**config.mk**
```make
export PLATFORM = sky130hd
export DESIGN_NAME = xbin_rle_cell_decoder_unit
export DESIGN_NICKNAME = d
export VERILOG_FILES = /design/src/hdl/xrcd_pkg.sv /design/src/hdl/xrcd_fifo.sv /design/src/hdl/xrcd_front.sv /design/src/hdl/xrcd_back.sv /design/src/hdl/xbin_rle_cell_decoder_unit.sv
export SDC_FILE = /design/constraint.sdc
export NUM_CORES = 1
export LEC_CHECK = 0
export BUFFER_PORTS_ARGS = -buffer_cell sky130_fd_sc_hd__buf_4
export CAP_MARGIN = 20
export CORE_AREA = 5 5 175 177
export DETAILED_ROUTE_END_ITERATION = 10
export DIE_AREA = 0 0 180 182
export HOLD_SLACK_MARGIN = 0.02
export PLACE_DENSITY = 0.77
export SYNTH_ARGS = -nofsm -noshare
export SYNTH_HDL_FRONTEND = slang
export SYNTH_SLANG_ARGS = --single-unit
```
**constraint.sdc**
```tcl
create_clock -name clk -period 5.45 [get_ports clk]
set_input_delay 1.09 -clock clk [delete_from_list [all_inputs] [get_ports clk]]
set_output_delay 1.09 -clock clk [all_outputs]
set_load 0.01 [all_outputs]
```
**src/hdl/xrcd_pkg.sv**
```systemverilog
`timescale 1ns / 1ps
package xrcd_pkg;

  localparam int COORD_W   = 12;
  localparam int RUN_LEN_W = 6;
  localparam int MAX_RUN   = 64;
  localparam int CFG_IDX_W = 2;

  localparam int JOB_DEPTH = 4;
  localparam int OUT_DEPTH = 2;

  localparam logic [COORD_W-1:0] WIDTH_RESET  = 12'd80;
  localparam logic [COORD_W-1:0] HEIGHT_RESET = 12'd150;

  localparam logic [CFG_IDX_W-1:0] REG_IMAGE_WIDTH  = 2'd0;
  localparam logic [CFG_IDX_W-1:0] REG_IMAGE_HEIGHT = 2'd1;

  localparam logic [7:0] BOLD_LOW  = 8'h20;
  localparam logic [7:0] BOLD_HIGH = 8'h7a;
  localparam logic [3:0] BG_FOLD   = 4'd8;

  typedef enum logic [1:0] {
    MODE_NONE     = 2'd0,
    MODE_REP_CHAR = 2'd1,
    MODE_REP_ATTR = 2'd2,
    MODE_REP_BOTH = 2'd3
  } run_mode_t;

  typedef struct packed {
    logic [7:0] data_byte;
    logic       frame_start;
  } in_item_t;

  typedef struct packed {
    logic [7:0]         cell_char;
    logic [3:0]         fg_index;
    logic [3:0]         bg_index;
    logic               bold;
    logic [COORD_W-1:0] cell_col;
    logic [COORD_W-1:0] cell_row;
    logic               in_bounds;
    logic               last_of_run;
  } out_item_t;

  typedef struct packed {
    logic                 restart;
    logic [7:0]           cell_char;
    logic [7:0]           attr;
    logic [RUN_LEN_W-1:0] len_m1;
  } job_t;

  typedef struct packed {
    logic               busy;
    logic               cell_fire;
    logic               restart_pop;
    logic [COORD_W-1:0] row;
  } back_status_t;

endpackage

```
**src/hdl/xrcd_fifo.sv**
```systemverilog
`timescale 1ns / 1ps
module xrcd_fifo #(
  parameter int WIDTH = 8,
  parameter int DEPTH = 4
) (
  input  logic             clk,
  input  logic             rst_n,
  input  logic             push,
  input  logic [WIDTH-1:0] wr_data,
  output logic             full,
  input  logic             pop,
  output logic [WIDTH-1:0] rd_data,
  output logic             empty
);

  localparam int PTR_W = $clog2(DEPTH);
  localparam int CNT_W = $clog2(DEPTH + 1);
  localparam logic [PTR_W-1:0] LAST_PTR = PTR_W'(DEPTH - 1);
  localparam logic [CNT_W-1:0] FULL_CNT = CNT_W'(DEPTH);

  logic [WIDTH-1:0] mem_r [DEPTH];
  logic [PTR_W-1:0] wr_ptr_r, wr_ptr_nxt;
  logic [PTR_W-1:0] rd_ptr_r, rd_ptr_nxt;
  logic [CNT_W-1:0] cnt_r, cnt_nxt;
  logic             push_ok, pop_ok;

  assign full    = (cnt_r == FULL_CNT);
  assign empty   = (cnt_r == '0);
  assign push_ok = push && !full;
  assign pop_ok  = pop && !empty;
  assign rd_data = mem_r[rd_ptr_r];

  always_comb begin
    wr_ptr_nxt = wr_ptr_r;
    rd_ptr_nxt = rd_ptr_r;
    cnt_nxt    = cnt_r;
    if (push_ok) begin
      wr_ptr_nxt = (wr_ptr_r == LAST_PTR) ? '0 : wr_ptr_r + 1'b1;
    end
    if (pop_ok) begin
      rd_ptr_nxt = (rd_ptr_r == LAST_PTR) ? '0 : rd_ptr_r + 1'b1;
    end
    if (push_ok && !pop_ok) begin
      cnt_nxt = cnt_r + 1'b1;
    end else if (pop_ok && !push_ok) begin
      cnt_nxt = cnt_r - 1'b1;
    end
  end

  always_ff @(posedge clk) begin
    if (!rst_n) begin
      wr_ptr_r <= '0;
      rd_ptr_r <= '0;
      cnt_r    <= '0;
    end else begin
      wr_ptr_r <= wr_ptr_nxt;
      rd_ptr_r <= rd_ptr_nxt;
      cnt_r    <= cnt_nxt;
    end
  end

  always_ff @(posedge clk) begin
    if (push_ok) begin
      mem_r[wr_ptr_r] <= wr_data;
    end
  end

endmodule

```
**src/hdl/xrcd_front.sv**
```systemverilog
`timescale 1ns / 1ps
module xrcd_front #(
  parameter int JOB_DEPTH = xrcd_pkg::JOB_DEPTH
) (
  input  logic                          clk,
  input  logic                          rst_n,
  input  logic                          in_push,
  output logic                          in_full,
  input  xrcd_pkg::in_item_t            in_item,
  input  logic [xrcd_pkg::COORD_W-1:0]  image_height,
  output logic                          q_push,
  output xrcd_pkg::job_t                q_data,
  input  logic                          q_full,
  input  logic                          q_empty,
  input  xrcd_pkg::back_status_t        bk
);

  localparam int PEND_MAX = (JOB_DEPTH + 1) * xrcd_pkg::MAX_RUN;
  localparam int PEND_W   = $clog2(PEND_MAX + 1);
  localparam int SUM_W    = xrcd_pkg::COORD_W + PEND_W;
  localparam int REM_W    = xrcd_pkg::RUN_LEN_W + 1;

  typedef enum logic [1:0] {
    PH_RUN,
    PH_CHAR,
    PH_ATTR
  } phase_t;

  phase_t                phase_r, phase_nxt;
  xrcd_pkg::run_mode_t   mode_r, mode_nxt;
  logic [REM_W-1:0]      rem_r, rem_nxt, rem_dec;
  logic [7:0]            char_r, char_nxt;
  logic [7:0]            attr_r, attr_nxt;
  logic [PEND_W-1:0]     pend_r, pend_nxt;
  logic                  rst_flight_r, rst_flight_nxt;
  logic [REM_W-1:0]      push_cells;
  logic                  accept, drained, hazard;
  logic [SUM_W-1:0]      row_bound;
  logic [xrcd_pkg::COORD_W-1:0] row_base;
  logic [7:0]            b;

  // While cells are still owed, the row can grow by at most one per owed cell
  // plus one wrap, so a run byte waits only if that bound could reach the height.
  assign drained   = q_empty && !bk.busy;
  assign row_base  = rst_flight_r ? '0 : bk.row;
  assign row_bound = SUM_W'(row_base) + SUM_W'(pend_r) + SUM_W'(1);
  assign hazard    = !drained && (row_bound >= SUM_W'(image_height));
  assign in_full   = q_full || ((phase_r == PH_RUN) && hazard);
  assign accept    = in_push && !in_full;
  assign b         = in_item.data_byte;
  assign rem_dec   = rem_r - 1'b1;

  always_comb begin
    phase_nxt  = phase_r;
    mode_nxt   = mode_r;
    rem_nxt    = rem_r;
    char_nxt   = char_r;
    attr_nxt   = attr_r;
    q_push     = 1'b0;
    q_data     = '0;
    push_cells = '0;
    if (accept) begin
      if (in_item.frame_start || (phase_r == PH_RUN)) begin
        if (in_item.frame_start) begin
          q_push         = 1'b1;
          q_data.restart = 1'b1;
        end
        if (in_item.frame_start || !(drained && (bk.row >= image_height))) begin
          mode_nxt  = xrcd_pkg::run_mode_t'(b[7:6]);
          rem_nxt   = REM_W'(b[5:0]) + 1'b1;
          char_nxt  = '0;
          attr_nxt  = '0;
          phase_nxt = (xrcd_pkg::run_mode_t'(b[7:6]) == xrcd_pkg::MODE_REP_ATTR) ?
                      PH_ATTR : PH_CHAR;
        end
      end else if (phase_r == PH_CHAR) begin
        char_nxt = b;
        if (mode_r == xrcd_pkg::MODE_REP_ATTR) begin
          q_push           = 1'b1;
          q_data.cell_char = b;
          q_data.attr      = attr_r;
          push_cells       = REM_W'(1);
          rem_nxt          = rem_dec;
          phase_nxt        = (rem_dec == '0) ? PH_RUN : PH_CHAR;
        end else begin
          phase_nxt = PH_ATTR;
        end
      end else begin
        attr_nxt = b;
        unique case (mode_r)
          xrcd_pkg::MODE_REP_ATTR: begin
            phase_nxt = PH_CHAR;
          end
          xrcd_pkg::MODE_REP_BOTH: begin
            q_push           = 1'b1;
            q_data.cell_char = char_r;
            q_data.attr      = b;
            q_data.len_m1    = rem_dec[xrcd_pkg::RUN_LEN_W-1:0];
            push_cells       = rem_r;
            rem_nxt          = '0;
            phase_nxt        = PH_RUN;
          end
          default: begin
            q_push           = 1'b1;
            q_data.cell_char = char_r;
            q_data.attr      = b;
            push_cells       = REM_W'(1);
            rem_nxt          = rem_dec;
            if (rem_dec == '0) begin
              phase_nxt = PH_RUN;
            end else begin
              phase_nxt = (mode_r == xrcd_pkg::MODE_REP_CHAR) ? PH_ATTR : PH_CHAR;
            end
          end
        endcase
      end
    end
  end

  always_comb begin
    pend_nxt = pend_r + PEND_W'(push_cells) - PEND_W'(bk.cell_fire);
    if (q_push && q_data.restart) begin
      rst_flight_nxt = 1'b1;
    end else if (bk.restart_pop) begin
      rst_flight_nxt = 1'b0;
    end else begin
      rst_flight_nxt = rst_flight_r;
    end
  end

  always_ff @(posedge clk) begin
    if (!rst_n) begin
      phase_r      <= PH_RUN;
      mode_r       <= xrcd_pkg::MODE_NONE;
      rem_r        <= '0;
      char_r       <= '0;
      attr_r       <= '0;
      pend_r       <= '0;
      rst_flight_r <= 1'b0;
    end else begin
      phase_r      <= phase_nxt;
      mode_r       <= mode_nxt;
      rem_r        <= rem_nxt;
      char_r       <= char_nxt;
      attr_r       <= attr_nxt;
      pend_r       <= pend_nxt;
      rst_flight_r <= rst_flight_nxt;
    end
  end

endmodule

```
**src/hdl/xrcd_back.sv**
```systemverilog
`timescale 1ns / 1ps
module xrcd_back (
  input  logic                          clk,
  input  logic                          rst_n,
  input  logic [xrcd_pkg::COORD_W-1:0]  image_width,
  input  logic [xrcd_pkg::COORD_W-1:0]  image_height,
  input  xrcd_pkg::job_t                q_data,
  input  logic                          q_empty,
  output logic                          q_pop,
  output logic                          o_push,
  output xrcd_pkg::out_item_t           o_data,
  input  logic                          o_full,
  output xrcd_pkg::back_status_t        bk
);

  logic                              busy_r, busy_nxt;
  logic [7:0]                        char_r, attr_r;
  logic [xrcd_pkg::RUN_LEN_W-1:0]    left_r, left_nxt;
  logic [xrcd_pkg::COORD_W-1:0]      col_r, col_nxt, row_r, row_nxt;
  logic [xrcd_pkg::COORD_W-1:0]      col0, row0, col1;
  logic                              fire, last, inb, load;
  logic [3:0]                        bg_raw;

  assign fire   = busy_r && !o_full;
  assign last   = (left_r == '0);
  assign q_pop  = !q_empty && (!busy_r || (fire && last));
  assign load   = q_pop && !q_data.restart;
  assign o_push = fire;
  assign bg_raw = attr_r[7:4];

  assign bk.busy        = busy_r;
  assign bk.cell_fire   = fire;
  assign bk.restart_pop = q_pop && q_data.restart;
  assign bk.row         = row_r;

  always_comb begin
    col0 = col_r;
    row0 = row_r;
    if ((row_r < image_height) && (col_r >= image_width)) begin
      col0 = '0;
      row0 = row_r + 1'b1;
    end
    inb  = (row0 < image_height) && (col0 < image_width);
    col1 = col0 + 1'b1;

    o_data.cell_char   = char_r;
    o_data.fg_index    = attr_r[3:0];
    o_data.bg_index    = (bg_raw > xrcd_pkg::BG_FOLD) ? bg_raw - xrcd_pkg::BG_FOLD : bg_raw;
    o_data.bold        = (char_r >= xrcd_pkg::BOLD_LOW) && (char_r <= xrcd_pkg::BOLD_HIGH);
    o_data.cell_col    = col0;
    o_data.cell_row    = row0;
    o_data.in_bounds   = inb;
    o_data.last_of_run = last;

    col_nxt  = col_r;
    row_nxt  = row_r;
    left_nxt = left_r;
    busy_nxt = busy_r;
    if (fire) begin
      col_nxt  = col0;
      row_nxt  = row0;
      if (inb) begin
        if (col1 >= image_width) begin
          col_nxt = '0;
          row_nxt = row0 + 1'b1;
        end else begin
          col_nxt = col1;
        end
      end
      left_nxt = left_r - 1'b1;
      if (last) begin
        busy_nxt = 1'b0;
      end
    end
    if (q_pop) begin
      if (q_data.restart) begin
        col_nxt = '0;
        row_nxt = '0;
      end else begin
        busy_nxt = 1'b1;
        left_nxt = q_data.len_m1;
      end
    end
  end

  always_ff @(posedge clk) begin
    if (!rst_n) begin
      busy_r <= 1'b0;
      left_r <= '0;
      col_r  <= '0;
      row_r  <= '0;
    end else begin
      busy_r <= busy_nxt;
      left_r <= left_nxt;
      col_r  <= col_nxt;
      row_r  <= row_nxt;
    end
  end

  always_ff @(posedge clk) begin
    if (load) begin
      char_r <= q_data.cell_char;
      attr_r <= q_data.attr;
    end
  end

endmodule

```
**src/hdl/xbin_rle_cell_decoder_unit.sv**
```systemverilog
`timescale 1ns / 1ps
// Channel   Direction  Ports                          Beat moves when
// input     in         in_push, in_full, in_item      in_push && !in_full
// result    out        out_pop, out_empty, out_item   out_pop && !out_empty
// config    in         cfg_we, cfg_index, cfg_data    cfg_we
//
// One input byte is taken per cycle unless in_full is high; a byte that completes a cell is
// queued as a job, loaded into the back end and placed at one cell per cycle unless the
// result queue is full; a repeat-both run is one job of N cells while the front keeps taking bytes.
// A run byte waits while queued cells could still fill the image height.
// Reset is synchronous on rst_n and clears both queues, the parser and the position.
// A full result queue stalls the back end, then the job queue, then in_full.
module xbin_rle_cell_decoder_unit #(
  parameter int JOB_DEPTH = xrcd_pkg::JOB_DEPTH,
  parameter int OUT_DEPTH = xrcd_pkg::OUT_DEPTH
) (
  input  logic                            clk,
  input  logic                            rst_n,
  input  logic                            in_push,
  output logic                            in_full,
  input  xrcd_pkg::in_item_t              in_item,
  output logic                            out_empty,
  input  logic                            out_pop,
  output xrcd_pkg::out_item_t             out_item,
  input  logic                            cfg_we,
  input  logic [xrcd_pkg::CFG_IDX_W-1:0]  cfg_index,
  input  logic [xrcd_pkg::COORD_W-1:0]    cfg_data
);

  localparam int JOB_W = $bits(xrcd_pkg::job_t);
  localparam int OUT_W = $bits(xrcd_pkg::out_item_t);

  logic [xrcd_pkg::COORD_W-1:0] width_r, width_nxt;
  logic [xrcd_pkg::COORD_W-1:0] height_r, height_nxt;

  logic                   jq_push, jq_full, jq_empty, jq_pop;
  xrcd_pkg::job_t         jq_wr, jq_rd;
  logic                   oq_push, oq_full;
  xrcd_pkg::out_item_t    oq_wr;
  xrcd_pkg::back_status_t bk;

  always_comb begin
    width_nxt  = width_r;
    height_nxt = height_r;
    if (cfg_we && (cfg_data != '0)) begin
      case (cfg_index)
        xrcd_pkg::REG_IMAGE_WIDTH:  width_nxt  = cfg_data;
        xrcd_pkg::REG_IMAGE_HEIGHT: height_nxt = cfg_data;
        default: ;
      endcase
    end
  end

  always_ff @(posedge clk) begin
    if (!rst_n) begin
      width_r  <= xrcd_pkg::WIDTH_RESET;
      height_r <= xrcd_pkg::HEIGHT_RESET;
    end else begin
      width_r  <= width_nxt;
      height_r <= height_nxt;
    end
  end

  xrcd_front #(
    .JOB_DEPTH(JOB_DEPTH)
  ) u_front (
    .clk         (clk),
    .rst_n       (rst_n),
    .in_push     (in_push),
    .in_full     (in_full),
    .in_item     (in_item),
    .image_height(height_r),
    .q_push      (jq_push),
    .q_data      (jq_wr),
    .q_full      (jq_full),
    .q_empty     (jq_empty),
    .bk          (bk)
  );

  xrcd_fifo #(
    .WIDTH(JOB_W),
    .DEPTH(JOB_DEPTH)
  ) u_job_q (
    .clk    (clk),
    .rst_n  (rst_n),
    .push   (jq_push),
    .wr_data(jq_wr),
    .full   (jq_full),
    .pop    (jq_pop),
    .rd_data(jq_rd),
    .empty  (jq_empty)
  );

  xrcd_back u_back (
    .clk         (clk),
    .rst_n       (rst_n),
    .image_width (width_r),
    .image_height(height_r),
    .q_data      (jq_rd),
    .q_empty     (jq_empty),
    .q_pop       (jq_pop),
    .o_push      (oq_push),
    .o_data      (oq_wr),
    .o_full      (oq_full),
    .bk          (bk)
  );

  xrcd_fifo #(
    .WIDTH(OUT_W),
    .DEPTH(OUT_DEPTH)
  ) u_out_q (
    .clk    (clk),
    .rst_n  (rst_n),
    .push   (oq_push),
    .wr_data(oq_wr),
    .full   (oq_full),
    .pop    (out_pop),
    .rd_data(out_item),
    .empty  (out_empty)
  );

endmodule
```
# Yosys cells after proc, flatten, opt, wreduce, memory -nomap -nowiden
# Memory sizes are Yosys's and may differ from the RTL's. A register that Yosys moved wholly into a read port is not among the register bits.
# Cells that the tools add are included.
[totals]
mem_bits_rw = 178
reg_bits = 119
n_memories = 2
input_bits = 28
[classes]
add_sub_neg = 19
n_reduce_logical = 58
mux = 77
eq_ne = 14
order_cmp = 10
[memory_table]
columns = ["memory", "words", "width", "read_ports", "rd_clocked_by_memory_dff", "wr", "line_no", "source"]
rows = [
  ["u_job_q.mem_r", 4, 23, 1, 1, 1, "xrcd_fifo.sv:21", "logic [WIDTH-1:0] mem_r [DEPTH];"],
  ["u_out_q.mem_r", 2, 43, 1, 1, 1, "xrcd_fifo.sv:21", ""],
]
[op_table]
columns = ["cell", "count"]
rows = [
  ["2-to-1 mux 12 bit", 13],
  ["2-to-1 mux 7 bit", 7],
  ["2-to-1 mux 16 bit", 3],
  ["2-to-1 mux 8 bit", 5],
  ["adder 12 x 1 -> 12 bit, second input constant", 3],
  [">= comparator 12 bit", 3],
  ["less-than comparator 12 bit", 3],
  ["2-to-1 mux 6 bit", 5],
  ["one-hot mux 7 bit (2 select lines)", 2],
  ["2-to-1 mux 2 bit", 13],
  ["logical AND 1 bit", 23],
  ["2-to-1 mux 1 bit", 23],
  ["2-to-1 mux 23 bit", 1],
  ["2-to-1 mux 22 bit", 1],
  ["adder 21 x 1 -> 21 bit, second input constant", 1],
  [">= comparator 21 x 12 -> 1 bit", 1],
  ["adder 12 x 9 -> 13 bit", 1],
  ["logical NOT 1 bit", 13],
  ["== test 2 bit, second input constant", 6],
  ["nonzero test 12 bit", 1],
  ["adder 9 x 7 -> 9 bit", 1],
  ["AND reduction 3 bit", 3],
  ["subtractor 9 x 1 -> 9 bit", 1],
  [">= comparator 8 x 6 -> 1 bit, second input constant", 1],
  ["28 further kinds", 44],
]

# Longest topological paths before layout
# Gate-level depths: netlist (run 1).
[depth]
ltp_word = 15
mapped_depth = 28
ltp_nobuf = 26

# By module
# From an unflattened synthesis (run 1), not the netlist that was laid out.
[hier_totals]
hier_cells = 1416
hier_area_um2 = 16015.4
[by_module_without_submodules]
columns = ["module", "seq_area_each_um2", "area_per_inst_um2", "cells_per_inst", "instances"]
rows = [
  ["xrcd_back", 1101.1, 4241.6, 510, 1],
  ["xrcd_fifo at u_job_q", 2942.8, 3829.9, 171, 1],
  ["xrcd_front", 740.7, 3614.7, 473, 1],
  ["xrcd_fifo at u_out_q", 2682.6, 3335.7, 159, 1],
  ["xbin_rle_cell_decoder_unit", 480.5, 993.5, 103, 1],
]

# Least setup slack after synthesis (run 1)
# OpenSTA, ideal clock, no wires.
[synth_path]
path_kind = "reg-to-reg"
startpoint = "reg u_back.row_r[0] (netlist bit)"
endpoint = "reg u_job_q.cnt_r[2]"
path_slack_ns = -0.412
t_required_ns = 5.379
synth_period_minus_slack_ns = 5.862
setup_time_ns = 0.071
path_stages_with_launch = 28
path_buffers = 2
arrival_ns = 5.791
cell_sequence = "dfxtp_1 -> clkbuf_1 -> inv_1 -> nor2_1 -> ha_1 -> inv_1 -> fa_1 -> nor2b_4 -> o21ai_0 -> a2111oi_4 -> nand3_1 -> or3_4 -> nor2_1 -> xnor2_1 -> ha_1 -> a211o_1 -> a2111oi_0 -> o221a_2 -> o31ai_4 -> a21oi_2 -> o21a_1 -> buf_2 -> ha_1 -> inv_1 -> fa_1 -> xor2_1 -> or3_1 -> a21oi_1"
[synth_via]
elab_chain_len = 14
elab_cells_between_ends = 16
classes_between = "2 x add/sub; 1 x order compare; 3 x mux; 10 x reduce/logical"
[synth_rtl]
columns = ["element", "line_no", "source"]
rows = [
  ["from (decl)", "xrcd_back.sv:19", "logic [xrcd_pkg::COORD_W-1:0] col_r, col_nxt, row_r, row_nxt;"],
  ["from (signal assigned)", "xrcd_back.sv:96", "row_r <= row_nxt;"],
  ["2-to-1 mux 12 bit *", "xrcd_front.sv:45", "assign row_base = rst_flight_r ? '0 : bk.row;"],
  ["adder 12 x 9 -> 13 bit *", "xrcd_front.sv:46", "assign row_bound = SUM_W'(row_base) + SUM_W'(pend_r) + SUM_W'(1);"],
  ["adder 21 x 1 -> 21 bit *", "xrcd_front.sv:46", ""],
  [">= comparator 21 x 12 -> 1 bit *", "xrcd_front.sv:47", "assign hazard = !drained && (row_bound >= SUM_W'(image_height));"],
  ["logical AND 1 bit *", "xrcd_front.sv:47", ""],
  ["logical AND 1 bit *", "xrcd_front.sv:48", "assign in_full = q_full || ((phase_r == PH_RUN) && hazard);"],
  ["logical OR 1 bit *", "xrcd_front.sv:48", ""],
  ["logical NOT 1 bit *", "xrcd_front.sv:49", "assign accept = in_push && !in_full;"],
  ["logical AND 1 bit *", "xrcd_front.sv:49", ""],
  ["2-to-1 mux 1 bit *", "xrcd_front.sv:62", "if (accept) begin"],
  ["logical AND 1 bit *", "xrcd_fifo.sv:29", "assign push_ok = push && !full;"],
  ["net u_job_q.push_ok", "xrcd_fifo.sv:25", "logic push_ok, pop_ok;"],
  ["logical NOT 1 bit", "xrcd_fifo.sv:45", "end else if (pop_ok && !push_ok) begin"],
  ["logical AND 1 bit", "xrcd_fifo.sv:45", ""],
  ["nonzero test 2 bit (no source line)", "n/a", ""],
  ["to (signal assigned)", "xrcd_fifo.sv:58", "cnt_r <= cnt_nxt;"],
  ["to (decl)", "xrcd_fifo.sv:24", "logic [CNT_W-1:0] cnt_r, cnt_nxt;"],
]
# Mark *: on every way through the listed nets, which the timed path passes. The rest lies on a longest branch.
# A chain may end at the register's enable or synchronous reset.

# Final worst setup path (run 1)
[layout_path]
startpoint = "reg u_back.row_r[0] (netlist bit)"
endpoint = "out in_full"
[layout_via]
elab_chain_len = 7
[layout_rtl]
columns = ["element", "line_no", "source"]
rows = [
  ["2-to-1 mux 12 bit", "xrcd_front.sv:45", ""],
  ["adder 12 x 9 -> 13 bit", "xrcd_front.sv:46", ""],
  ["adder 21 x 1 -> 21 bit", "xrcd_front.sv:46", ""],
  [">= comparator 21 x 12 -> 1 bit", "xrcd_front.sv:47", ""],
  ["logical AND 1 bit", "xrcd_front.sv:47", ""],
  ["logical AND 1 bit", "xrcd_front.sv:48", ""],
  ["logical OR 1 bit", "xrcd_front.sv:48", ""],
  ["to (decl)", "xbin_rle_cell_decoder_unit.sv:20", "output logic in_full,"],
]
# No other way between the ends.

==> results of run 1 <==
## synthesized netlist by cell type (3+ instances only)
| cell type | number |
|---|---|
| o21ai_0 | 35 |
| xnor2_1 | 39 |
| nand2b_1 | 10 |
| nand4_1 | 21 |
| a21oi_2 | 4 |
| and2_1 | 18 |
| nor3_1 | 19 |
| mux2i_1 | 47 |
| inv_1 | 79 |
| fa_1 | 3 |
| ha_1 | 113 |
| o211ai_1 | 12 |
| o22ai_1 | 4 |
| nor2_1 | 130 |
| a211oi_1 | 15 |
| clkbuf_1 | 55 |
| xor2_1 | 25 |
| nand3_1 | 44 |
| o21bai_1 | 5 |
| a31oi_1 | 16 |
| a22oi_1 | 23 |
| nor4b_1 | 3 |
| edfxtp_1 | 194 |
| dfxtp_1 | 106 |
| a21o_1 | 9 |
| buf_2 | 6 |
| or3_1 | 16 |
| mux2_2 | 43 |
| and3_1 | 16 |
| a21oi_1 | 60 |
| o2111ai_1 | 4 |
| or2_2 | 5 |
| nor4_1 | 6 |
| nand2_1 | 106 |
| a211oi_2 | 6 |
| o21a_1 | 11 |
| o31ai_1 | 4 |
| nor2b_1 | 22 |
| mux4_2 | 23 |
| a21boi_0 | 4 |
## power groups by stage
stage	combinational, mW	clock (mW)	sequential [mW]
after floorplan	1.89	0	3.12
after global placement	2.49	0	3.23
after detailed placement	2.56	0	3.27
after CTS	2.61	2.11	3.23
after global routing	2.89	2.20	3.25
final	2.64	2.08	3.20
## flip-flops by register name (all words and copies together), names as in the netlist, named ones only
register	flops
u_front.phase_r	2
u_job_q.cnt_r	3
u_front.char_r	8
u_back.busy_r	1
u_out_q.wr_ptr_r	1
height_r	12
u_job_q.mem_r	92
u_out_q.cnt_r	2
u_back.char_r	8
u_front.rst_flight_r	1
u_job_q.rd_ptr_r	2
u_back.attr_r	8
u_job_q.wr_ptr_r	2
u_back.row_r	12
u_front.mode_r	2
u_back.left_r	6
u_out_q.mem_r	86
width_r	12
u_out_q.rd_ptr_r	1
u_front.rem_r	7
u_back.col_r	12
u_front.pend_r	9
u_front.attr_r	8
## critical path, delay by kind of cell, from the launching register on
kind                       cells  cell delay, ns
DFF                            1            0.34
buffers and inverters          3            0.20
and+or+nand+nor                7            1.09
AOI/OAI and AO/OA              6            1.29
xor gates and xnor gates       1            0.12
adders and majority gates      3            0.84
## cell type report
class | instances | area (um2)
Timing Repair Buffer | 139 | 1120
Clock buffer | 38 | 781
Inverter | 81 | 304
Multi-Input combinational cell | 969 | 7450
Clock inverter | 18 | 219
Sequential cell | 300 | 7950
Tap cell | 390 | 488
Fill cell | 2203 | 10800
## cells by family after synthesis
| group | after synthesis | share of synthesized area |
|---|---|---|
| compound gates | 246 | 0.109 |
| simple gates | 430 | 0.131 |
| flops | 300 | 0.502 |
| buf+inv | 147 | 0.0365 |
| xor+xnor | 64 | 0.0354 |
| mux | 113 | 0.0931 |
| fa+ha+maj | 116 | 0.0931 |
## timing repair
item | 4_1_cts | 5_1_grt
gates resized for setup | 9 | 13
endpoints found under the setup margin | 2 | 23
endpoints found under the hold margin | 0 | 0
pin swaps | 9 | 3
setup buffers | 6 | 0
## routing by layer
metal  up-vias  global-route usage  share of wire
met5         -                   0              0
met1      5435               0.311           0.44
met3        71              0.0294          0.071
met2       425               0.349           0.47
li1       5418                   -              -
met4         0              0.0494          0.021
## stage by stage
step / std cells / hold slack (ns) / area, um2 / TNS (ns) / util
after floorplan: 1416 / 0.421 / 15900 / 0 / -
after global placement: 1872 / 0.425 / 17200 / 0 / 0.590
after detailed placement: 1872 / 0.436 / 17200 / 0 / 0.590
after CTS: 1934 / 0.448 / 18200 / -0.0343 / 0.627
after global routing: 1935 / 0.470 / 18300 / -0.247 / 0.630
final: 1935 / 0.442 / 18300 / -0.0739 / 0.630
## worst max-delay path by stage
stage	start	to
2_1_floorplan	u_back.row_r[0]	u_job_q.cnt_r[2]
3_3_place_gp	u_back.row_r[0]	u_job_q.cnt_r[2]
3_5_place_dp	u_back.row_r[0]	u_job_q.cnt_r[2]
4_1_cts	u_back.row_r[0]	in_full
5_1_grt	u_back.row_r[0]	in_full
6_report	u_back.row_r[0]	in_full
==> qor.yml, run 1 <==
status:
  status: "complete, but fails checks"
  violations: "negative setup slack"
synthesis:
  yosys_warnings: 0
  synthFlopType: "edfxtp_1"
  synth_cells: 1416
  yosysTopAreaCell: "edfxtp_1"
  avgSynthCellArea_um2: 11.2
  synth.distinct_cells: 80
  synth_top_area_frac: 0.368
  ys_seq_area_frac: 0.502
  synth_edf_count: 194
  netlist_area_mm2: 0.0158
  syn-num-nets: 1560
  synthArstFlopShare: 0
  synth.area.top_cells: "edfxtp_1 (37%), dfxtp_1 (13%), ha_1 (8.9%)"
  ys_ff_latch: 300
global_routing:
  grt_pass1_vias: 11133
  grt_max_degree: 52
  grt_pass1_wl_um: 58400
  grt_usage: 0.215
  grt_antenna_before_repair: 0
  overflow: 0
power_and_ir_drop:
  combinationalPowerShare: 0.333
  p_sw_frac: 0.324
  ir_drop_mv: 0.334
  seq_power_share: 0.404
  p_int_mw: 5.36
  leakage_nw: 7.05
  power.total_mw: 7.93
  switchingPower_mw: 2.57
  powerDensity_mw_per_mm2: 433
  power_frac_clock: 0.263
final_layout:
  final_common_cell: "edfxtp_1"
  antennaDiodeCount: 0
  final_nets: 1665
  final_cell_mix: "edfxtp_1 (194), buf_4 (132), nor2_1 (127)"
  syn2layout_area_growth_pct: 15.7
  drive_gt1_frac: 0.195
worst_hold_path:
  hp-start: "u_back.attr_r[2]"
  hold_class: "reg -> reg"
  hold_path_depth: 0
  min_to: "u_out_q.mem_r[1][33]"
die:
  fp.dieH_um: 182
  die_w_um: 180
  dieArea_mm2: 0.0328
  design.core.area_mm2: 0.0291
  ios: 73
  row_count: 63
  start_util: 0.544
timing:
  timing.final.ws_setup_ns: -0.0739
  hold_viol: 0
  report.final.slew_viol_count: 0
  rsz0062_at_grt: "true"
  fin_crit_ns: 5.52
  fin_crit_sh: 1.01
  tightest_slew_ns: 1.05
  final-setup-viol-count: 1
  final.setup_skew_ns: 0.0179
  fmax_mhz: 181
  slew_headroom: 0.295
critical_path:
  cp_cell_sequence: "inv_2 -> nor2_1 -> ha_2 -> inv_2 -> fa_2 -> nor2b_4 -> o21ai_2 -> a2111oi_4 -> nand3_2 -> or3_4 -> nor2_4 -> xnor2_1 -> ha_1 -> a211o_1 -> a2111oi_4 -> o221a_2 -> o31ai_4 -> nand2_1 -> nand2_2 -> buf_6"
  worst_ep_arrival_time_ns: 4.43
  reg2reg_depth: 26
  cp.required_ns: 4.36
  worstSetupEndpointType: "output port"
  r2r_slack_ns: 0.20
  worst-path-max-fanout: 3
  rr_endpoint: "u_job_q.cnt_r[2]"
  critical_path_class: "reg -> out"
  slowest_delay_ns: 0.42
  start_kind: "flip-flop"
  r2r_start: "u_back.row_r[0]"
  slowest_stage: "or3_4"
routing:
  post_drt_wl_per_cell_um: 19.0
  viasPerCell: 5.87
  drtAntennaViolNets: 0
  drtPass1Iterations: 6
  drc_errors: 0
  first_iter_violations: 1024
  vias: 11349
  finalWirelength_um: 36700
place:
  io_buffer_count: 72
  pre_cts_slack_ns: 0.0122
  post-dp-hpwl_um: 26000
  place.gp.congestion: 0.945
clock_network:
  cts.sink_count: 300
  tritoncts: "done"
  hold_buffers: 0
  ctsHtreeMaxLevel: 1
  clk_path_buf_depth: 3
  clk_latency_ns: 0.57
  cts_buffers: 30
  clkSlewWorstSetupHoldPaths_ns: 0.06
  root_buffer: "clkbuf_16"
job:
  drv_cap: 0
Note: power is estimated with default switching activity, not from simulation.
==> run 2, diff against run 1 <==
PLACE_DENSITY = not set   (was 0.77)
PLACE_DENSITY_LB_ADDON = 0.05   (was not set)
==> run 2 against run 1 <==
Effect of this change:
- the flow now finishes without violations
- sequential power down 2%
- design area up 0.35%
- setup slack gained 0.086 ns
- register-to-register slack barely moved
- combinational power is 2% higher
- global-route usage shrank 0.23 points
- cell count grew 0.36%
==> qor.yml, run 2 (synthesis results as in run 1) <==
status:
  status: "complete, no violations"
final_layout:
  syn2layout_area_growth_pct: 16.1
  multi_input_area_mm2: 0.00748  # +0.30%
  largest_reg_flops: 92  # unchanged
  final_cell_mix: "edfxtp_1 (194), buf_4 (135), nor2_1 (127)"
  largestRegisters: "u_job_q.mem_r x92, u_out_q.mem_r x86"
  final_common_cell: "edfxtp_1"
  fillCellCount: 2333  # +5.9%
  antennaDiodeCount: 0  # unchanged
  layout.area.seq_mm2: 0.00795  # unchanged
  final_nets: 1671  # +0.36%
  top_register: "u_job_q.mem_r"
  drive_gt1_frac: 0.199  # +0.00363
routing:
  first_iter_violations: 777  # -24%
  drtAntennaViolNets: 0  # unchanged
  drtPass1Iterations: 6  # unchanged
  viasPerCell: 5.69  # -3.0%
  post_drt_wl_per_cell_um: 18.3  # -3.8%
  drc_errors: 0  # unchanged
  finalWirelength_um: 35500  # -3.4%
  vias: 11048  # -2.7%
power_and_ir_drop:
  switchingPower_mw: 2.54  # -1.0%
  seq_power_share: 0.401  # -0.003
  power_frac_clock: 0.257  # -0.006
  ir_drop_mv: 0.296  # -11%
  power.total_mw: 7.86  # -0.92%
  powerDensity_mw_per_mm2: 428  # -1.3%
  p_sw_frac: 0.324  # -0.000373
  combinationalPowerShare: 0.342  # +0.009
  leakage_nw: 7.09  # +0.57%
  p_int_mw: 5.31  # -0.86%
timing:
  tightest_slew_ns: 1.07  # +0.0153 ns
  final.setup.tns_ns: 0  # +0.0739 ns
  final.setup_skew_ns: 0.0135  # -0.00433 ns
  fmax_mhz: 184  # +1.6%
  fin_crit_ns: 5.44  # -0.0860 ns
  rsz0062_at_grt: "true"
  fin_crit_sh: 0.998  # -0.0158
  hold_viol: 0  # unchanged
  final-setup-viol-count: 0  # -1
  report.final.slew_viol_count: 0  # unchanged
  slew_headroom: 0.285  # -0.0102
critical_path:
  worst_ep_arrival_time_ns: 4.35  # -0.08 ns
  critical_path_class: "reg -> out"
  start_kind: "flip-flop"
  worst-path-max-fanout: 3  # unchanged
  worstSetupEndpointType: "output port"
  cp.required_ns: 4.36  # about the same
place:
  post-dp-hpwl_um: 25500  # -1.9%
  place.gp.congestion: 0.917  # -2.9%
  io_buffer_count: 72  # unchanged
clock_network:
  root_buffer: "clkbuf_16"
  tritoncts: "done"
  cts.sink_count: 300  # unchanged
  ctsHtreeMaxLevel: 1  # unchanged
  clk_latency_ns: 0.57  # about the same
  clk_path_buf_depth: 3  # unchanged
  clkSlewWorstSetupHoldPaths_ns: 0.06  # about the same
  cts_buffers: 31  # +3.3%
worst_hold_path:
  hold_class: "reg -> reg"
die:
  start_util: 0.544  # unchanged
  die_w_um: 180  # unchanged
  row_count: 63  # unchanged
  fp.dieH_um: 182  # unchanged
  dieArea_mm2: 0.0328  # unchanged
  design.core.area_mm2: 0.0291  # unchanged
  ios: 73  # unchanged
global_routing:
  grt_pass1_vias: 10690  # -4.0%
  grt_max_degree: 52  # unchanged
  grt_antenna_before_repair: 0  # unchanged
  grt_pass1_wl_um: 57100  # -2.2%
  grt_usage: 0.213  # -0.00227
  overflow: 0  # unchanged
job:
  drv_cap: 0  # unchanged
-- run 2: cell count changes in the layout (fill, tap and decap cells not counted), moves of 3 or more --
cell / change
buf_4: +3
clkbuf_1: -4
a21oi_1: -3
a21oi_2: +3
clkinv_1: +6
-- run 2: final timing paths --
path / slack [ns] / cells past startpoint / end / from
worst max register to register: 0.21 / 27 / u_job_q.cnt_r[2] / u_back.row_r[0]
worst min-delay path: 0.44 / 0 / u_out_q.mem_r[0][34] / u_back.attr_r[3]
worst min register to register: 0.44 / 0 / u_out_q.mem_r[0][34] / u_back.attr_r[3]
worst max-delay path: 0.01 / 22 / in_full / u_back.row_r[0]
-- run 2: power groups by stage --
stage               Sequential [mW]  Combinational [mW]  Clock (mW)
floorplan                      3.12                1.89           0
global placement               3.24                2.53           0
detailed placement             3.26                2.56           0
CTS                            3.21                2.62        2.07
global route                   3.20                2.97        2.17
finish                         3.15                2.69        2.02
-- run 2: area by class of cell --
cell class,instances,share of cell area
Timing Repair Buffer,144,0.0644
Clock inverter,23,0.0100
Tap cell,390,0.0266
Clock buffer,35,0.0430
Multi-Input combinational cell,969,0.407
Inverter,81,0.0165
Sequential cell,300,0.433
-- run 2: what timing repair did --
action / in CTS / in global routing
hold buffers: 0 / 0
gates resized for setup: 11 / 16
buffers inserted: 8 / 2
endpoints found under the setup margin: 2 / 23
pin swaps: 12 / 6
hold endpoints to repair: 0 / 0
-- run 2: worst max-delay path: stages, from the launching register on --
cell and delay, ns:
dfxtp_2 0.33, inv_2 0.04, nor2_2 0.07, ha_2 0.18, inv_1 0.05, fa_2 0.37, nor2b_4 0.16, o21ai_4 0.08
a2111oi_4 0.34, nand3_2 0.13, or3_4 0.41, buf_6 0.13, and2_4 0.14, ha_4 0.28, nand4_1 0.09, buf_4 0.15
nor4_2 0.23, nor2_1 0.08, o221a_2 0.14, o31ai_4 0.09, nand2_1 0.08, nand2_1 0.08, buf_4 0.12
-- run 2: through the flow --
step	setup WS, ns	hold slack (ns)	instances	instance area [um2]	utilization
4_1_cts	-0.0465	0.444	1937	18200	0.626
6_report	0.0121	0.442	1942	18400	0.632
2_1_floorplan	0.0221	0.421	1416	15900	-
3_3_place_gp	0.0989	0.425	1871	17100	0.589
3_5_place_dp	-0.00842	0.429	1871	17100	0.589
5_1_grt	-0.230	0.454	1942	18400	0.632
-- run 2: layer usage --
| metal | wire length (um) | part of all wire | track usage |
|---|---|---|---|
| met1 | 17300 | 0.49 | 0.321 |
| met3 | 1530 | 0.043 | 0.0252 |
| met4 | 618 | 0.017 | 0.0396 |
| met2 | 16000 | 0.45 | 0.337 |
| met5 | 0 | 0 | 0 |
